`src/sv/swc_pkg.sv`:
```
// Shared types and constants for the sliding window covariance block.
`timescale 1ns / 1ps
package swc_pkg;
	localparam int WINDOW_DEF = 64;
	localparam int DIV_W = 48;
	localparam int DEN_W = 13;
	localparam int MEAN_W = 25;
	localparam int PROD_W = 50;
	localparam int TERM_W = 33;
	localparam logic [31:0] INIT_VAR_RST = 32'h0001_0000;

	typedef struct packed {
		logic ld;
		logic idx_clr;
		logic idx_inc;
		logic rd_en;
		logic sum_clr;
		logic sum_acc;
		logic dev_ld;
		logic mac_en;
		logic [2:0] mac_sel;
		logic div_start;
		logic div_term;
		logic [2:0] div_k;
		logic out_ld;
	} swc_cmd_t;

	typedef struct packed {
		logic fill_ge2;
		logic idx_last;
		logic div_done;
		logic out_busy;
	} swc_sts_t;
endpackage

```
`src/sv/swc_ctrl.sv`:
```
// Controller sequencing the two window passes and the divisions.
`timescale 1ns / 1ps
module swc_ctrl (
	input  logic              clk,
	input  logic              arst_n,
	input  logic              in_valid,
	output logic              in_ready,
	input  swc_pkg::swc_sts_t sts,
	output swc_pkg::swc_cmd_t cmd
);
	import swc_pkg::*;

	localparam logic [3:0] ST_IDLE = 4'd0;
	localparam logic [3:0] ST_CHK  = 4'd1;
	localparam logic [3:0] ST_S1   = 4'd2;
	localparam logic [3:0] ST_S1W  = 4'd3;
	localparam logic [3:0] ST_MS   = 4'd4;
	localparam logic [3:0] ST_MW   = 4'd5;
	localparam logic [3:0] ST_P2R  = 4'd6;
	localparam logic [3:0] ST_P2W  = 4'd7;
	localparam logic [3:0] ST_P2M  = 4'd8;
	localparam logic [3:0] ST_P2D  = 4'd9;
	localparam logic [3:0] ST_TS   = 4'd10;
	localparam logic [3:0] ST_TW   = 4'd11;
	localparam logic [3:0] ST_DONE = 4'd12;

	logic [3:0] state_q, state_d;
	logic [2:0] k_q, k_d;
	logic [2:0] m_q, m_d;

	assign in_ready = state_q == ST_IDLE;

	always_comb begin
		state_d = state_q;
		k_d = k_q;
		m_d = m_q;
		cmd = '0;
		cmd.mac_sel = m_q;
		cmd.div_k = k_q;
		cmd.div_term = (state_q == ST_TS) || (state_q == ST_TW);
		case (state_q)
			ST_IDLE: begin
				if (in_valid) begin
					cmd.ld = 1'b1;
					state_d = ST_CHK;
				end
			end
			ST_CHK: begin
				if (sts.fill_ge2) begin
					cmd.sum_clr = 1'b1;
					cmd.idx_clr = 1'b1;
					state_d = ST_S1;
				end else begin
					state_d = ST_DONE;
				end
			end
			ST_S1: begin
				cmd.rd_en = 1'b1;
				cmd.sum_acc = 1'b1;
				if (sts.idx_last) begin
					state_d = ST_S1W;
				end else begin
					cmd.idx_inc = 1'b1;
				end
			end
			ST_S1W: begin
				cmd.sum_acc = 1'b1;
				k_d = 3'd0;
				state_d = ST_MS;
			end
			ST_MS: begin
				cmd.div_start = 1'b1;
				state_d = ST_MW;
			end
			ST_MW: begin
				if (sts.div_done) begin
					if (k_q == 3'd2) begin
						cmd.idx_clr = 1'b1;
						state_d = ST_P2R;
					end else begin
						k_d = k_q + 3'd1;
						state_d = ST_MS;
					end
				end
			end
			ST_P2R: begin
				cmd.rd_en = 1'b1;
				state_d = ST_P2W;
			end
			ST_P2W: begin
				cmd.dev_ld = 1'b1;
				m_d = 3'd0;
				state_d = ST_P2M;
			end
			ST_P2M: begin
				cmd.mac_en = 1'b1;
				if (m_q == 3'd5) begin
					if (sts.idx_last) begin
						state_d = ST_P2D;
					end else begin
						cmd.idx_inc = 1'b1;
						state_d = ST_P2R;
					end
				end else begin
					m_d = m_q + 3'd1;
				end
			end
			ST_P2D: begin
				k_d = 3'd0;
				state_d = ST_TS;
			end
			ST_TS: begin
				cmd.div_start = 1'b1;
				state_d = ST_TW;
			end
			ST_TW: begin
				if (sts.div_done) begin
					if (k_q == 3'd5) begin
						state_d = ST_DONE;
					end else begin
						k_d = k_q + 3'd1;
						state_d = ST_TS;
					end
				end
			end
			ST_DONE: begin
				if (!sts.out_busy) begin
					cmd.out_ld = 1'b1;
					state_d = ST_IDLE;
				end
			end
			default: state_d = ST_IDLE;
		endcase
	end

	always_ff @(posedge clk or negedge arst_n) begin
		if (!arst_n) begin
			state_q <= ST_IDLE;
			k_q <= '0;
			m_q <= '0;
		end else begin
			state_q <= state_d;
			k_q <= k_d;
			m_q <= m_d;
		end
	end
endmodule

```
`config.mk`:
```
export PLATFORM = sky130hd
export DESIGN_NAME = swc_ctrl
export DESIGN_NICKNAME = d
export VERILOG_FILES = /design/src/sv/swc_pkg.sv /design/src/sv/swc_ctrl.sv
export SDC_FILE = /design/constraint.sdc
export NUM_CORES = 1
export LEC_CHECK = 0
export ABC_AREA = 1
export BUFFER_PORTS_ARGS = -buffer_cell sky130_fd_sc_hd__buf_2
export CAP_MARGIN = 20
export CORE_ASPECT_RATIO = 0.8
export CORE_MARGIN = 2
export CORE_UTILIZATION = 35
export DETAILED_ROUTE_END_ITERATION = 10
export GPL_TIMING_DRIVEN = 0
export MAX_ROUTING_LAYER = met4
export PLACE_DENSITY_LB_ADDON = 0.25
export SLEW_MARGIN = 20
export SYNTH_ARGS = -nofsm -noshare
export SYNTH_HDL_FRONTEND = slang
export SYNTH_SLANG_ARGS = --single-unit
```
`constraint.sdc`:
```
create_clock -name clk -period 2.6 [get_ports clk]
set_clock_uncertainty 0.05 [all_clocks]
set_input_delay 0.39 -clock clk [delete_from_list [all_inputs] [get_ports clk]]
set_output_delay 0.39 -clock clk [all_outputs]
set_load 0.01 [all_outputs]
```
== After elaboration in Yosys (flattened, before gate mapping) ==
Index checks and enable logic that the tools add are counted.
Storage, ports and cells
  output and inout port bits: 18
  flip-flop bits (word level): 10
Operators by class
  multiplexer cells: 35
  reductions and logical operators: 11
  equality and inequality tests: 24
  add/sub/neg operators: 2
Operator list (number)
  $pmux W4 S13: 1
  $mux W4: 8
  $eq A4 B4 Y1 const B: 5
  $mux W3: 6
  $ne A2 B2 Y1 const B: 9
  $eq A4 B3 Y1 const B: 4
  $mux W1: 15
  $pmux W3 S3: 1
  $eq A4 B2 Y1 const B: 2
  $reduce_or A2 Y1: 4
  $add A3 B1 Y3 const B: 2
  $eq A3 B3 Y1 const B: 2
  $pmux W3 S2: 1
  $reduce_and A6 Y1: 1
  $reduce_and A5 Y1: 1
  $eq A4 B1 Y1 const B: 1
  $logic_not A4 Y1: 1
  $pmux W1 S2: 2
  $eq A3 B2 Y1 const B: 1
  $reduce_bool A3 Y1: 1
  $mux W2: 1
  $reduce_and A2 Y1: 1
  $reduce_bool A2 Y1: 1
  $logic_or A1 B1 Y1: 1

== Logic depth before layout (Yosys ltp) ==
  depth after elaboration: 4
  depth in mapped cells: 10
  gate-level depth less buffers: 10

== Worst setup path before layout ==
No wires, ideal clock.
  kind: flip-flop to output port
  start point: reg state_q[3]
  end point: out cmd[15] in the netlist's numbering
  cell stages (with the launch flop): 6
  arrival: 1.115 ns
  path slack: 1.045 ns
  path buffers: 0
  cells stage by stage: dfrtp_1 -> inv_2 -> nand2_1 -> nor2_1 -> nand2_1 -> o21ai_0
RTL lines
  start, declared: line swc_ctrl.sv:27  | logic [3:0] state_q, state_d;
  start signal, assigned: line swc_ctrl.sv:142  | state_q <= state_d;
  end, declared: line swc_ctrl.sv:9  | output swc_pkg::swc_cmd_t cmd

==> out/metrics.yaml <==
htree_levels: 1
power_frac_seq_pct: 27.7
drt-total-wl_mm: 2.00
synth_ff_type: "dfrtp_1"
dp_cells: 204
max_freq_ghz: 0.497
vias: 949
syn_area_um2: 900
dieArea_um2: 2990
worst_pin_slew_ns: 0.360
cts-root-buf: "clkbuf_4"
syn_nets: 156
rsz0062_at_grt: "no"
cts_buffer_depth: 2
slew_violations: 0
path_cells: "inv_2 -> nand2_1 -> nor2_1 -> nand2_1 -> o21ai_0 -> buf_2"
grt_pass1_vias: 869
avgSynthCellArea_um2: 6.25
post-route-min-period_ns: 2.01
synth_common_cells: "nand2_1, inv_1, nor2_1"
cp_data_required_time_ns: 2.16
cts_tree: "built"
vias_per_cell: 4.56
power_leakage_nw: 0.681
cp.buffers_inverters: 2
netlist.area_leader.share_pct: 27.8
cts_buffers: 3
die_h_um: 49.3
fin_hold_ws_ns: 0.468
layout-drive-gt1-share_pct: 25.0
drc: 0
hp-class: "in2async"
post_cts_buffers: 0
globalplace.congestion: 0.862
fin_crit_sh_pct: 77.5
floorplan.initialDensity_pct: 36.8
setup.worst_path.start_class: "flip-flop"
yosysMostFrequentCell: "nand2_1"
ioPinCount: 25
p_per_area_nw_per_um2: 1050
crit_top_cell: "nand2_1"
antenna_cells: 0
firstDrtPassIters: 4
io_buffers: 24
synth.largest_area_cell: "dfrtp_1"
core-area_um2: 2440
grt_max_degree: 11
crit_fanout: 6
yosys_warnings: 0
ys_ff_latch: 10
clock_sinks: 10
hold_viol: 0
cpPeakStageDelay_ns: 0.46
grt_usage_pct: 15.4
die_w_um: 60.7
finalSetupViolCount: 0
p_sw_mw: 0.607
synth_async_sr_flop_share_pct: 100
worstSkewPairLatency_ns: 0.25
place_ws_ns: 0.880
cap_viol_max_count: 0
syn_to_final_growth_pct: 22.0
finalPower_mw: 1.15
finalSetupTns_ns: 0
crit_path_end_kind: "output pin"
crit_arrival_ns: 1.57
netSwitchingFraction_pct: 52.7
synth_cell_type_count: 18
synth_edf_count: 0
synth.yosys.seq_area_share_pct: 27.8
gr-total-overflow: 0
grt_first_pass_wirelength_mm: 3.53
peakVddDrop_mv: 0.373
drtIter0Drc: 47
clk_pin_slew_ns: 0.06
internal-power_mw: 0.545
combPwrFrac_pct: 63.9
wl_per_cell_um: 9.61
yosys-top-cells-area: "dfrtp_1, nand2_1, inv_1, nor2_1, ha_1"
finalNetCount: 186
antenna_left: 0
num_rows: 16
critPathTopFamily: "flip-flops"
status: "finished clean"
cp_slowest_cell: "dfrtp_1"
hpwl_mm: 1.70
antenna_found_initial: 0
clockPowerShare_pct: 8.4
finalWorstSetupSlack_ns: 0.586
critPathKind: "reg2out"
postSynthCellCount: 144
instances_no_fill: 208
relSlewSlack_pct: 75.9
-- registers in the layout, indices dropped and copies added, names as in the netlist --
register / count
state_q: 4
k_q: 3
m_q: 3
-- path summary, 6_finish.rpt --
check	start	endpoint	slack [ns]	cells after the start
setup / recovery	state_q[3]	cmd[15]	0.59	6
hold / removal	arst_n	m_q[1]	0.47	2
setup reg to reg	state_q[2]	k_q[0]	1.07	8
hold reg to reg	k_q[1]	k_q[1]	0.50	2
max in group asynchronous	arst_n	k_q[1]	1.84	2
min in group clk	sts[1]	state_q[0]	0.47	4
-- per-stage QoR --
stage | area (um2) | util, %
after global placement | 1060 | 43.6
after global routing | 1100 | 44.9
final | 1100 | 44.9
after detailed placement | 1060 | 43.6
after floorplan | 900 | -
after CTS | 1100 | 44.9
-- layer usage --
metal,track usage [%],vias up,routed length (um)
met4,4.35,0,12
met2,22.8,21,866
met5,-,-,0
met3,1.59,2,78
met1,22.1,418,1040
li1,-,508,-
-- logic make-up (layout without fill, tap and decap cells) --
family	count (synthesis)	after routing	synth area share [%]
simple gates	94	94	48.5
buf+inv	25	53	10.4
flops	10	10	27.8
compound gates	9	9	5.28
fa+ha+maj	5	5	6.95
xor+xnor	1	1	0.974
-- power groups by stage --
stage | combinational, mW | clock [mW] | sequential, mW
after floorplan | 0.522 | 0 | 0.322
after global placement | 0.728 | 0 | 0.316
after detailed placement | 0.738 | 0 | 0.321
after CTS | 0.742 | 0.102 | 0.318
after global routing | 0.858 | 0.111 | 0.333
final | 0.737 | 0.0967 | 0.319
-- repair_timing --
item / 4_1_cts / 5_1_grt
resized for setup: 0 / 0
hold buffers: 1 / 0
hold endpoints to repair: 10 / 0
-- cells in the final DEF (no fill, tap or decap) --
| master | instances |
|---|---|
| a21oi_1 | 3 |
| buf_2 | 24 |
| clkbuf_4 | 3 |
| dfrtp_1 | 10 |
| dlygate4sd3_1 | 1 |
| ha_1 | 5 |
| inv_1 | 22 |
| inv_2 | 3 |
| nand2_1 | 46 |
| nand2_2 | 6 |
| nand2_4 | 1 |
| nand3_1 | 9 |
| nand3_2 | 2 |
| nand4_1 | 6 |
| nor2_1 | 19 |
| nor2_2 | 2 |
| nor2_4 | 2 |
| nor4_1 | 1 |
| o21a_1 | 1 |
| o21ai_0 | 5 |
| xnor2_1 | 1 |
-- layout make-up --
cell class	count	area [um2]
Inverter	25	93.8
Timing Repair Buffer	25	130
Multi-Input combinational cell	109	556
Fill cell	281	1350
Sequential cell	10	250
Tap cell	36	45.0
Clock buffer	3	22.5
No activity file was read; power rests on OpenSTA's default activity.
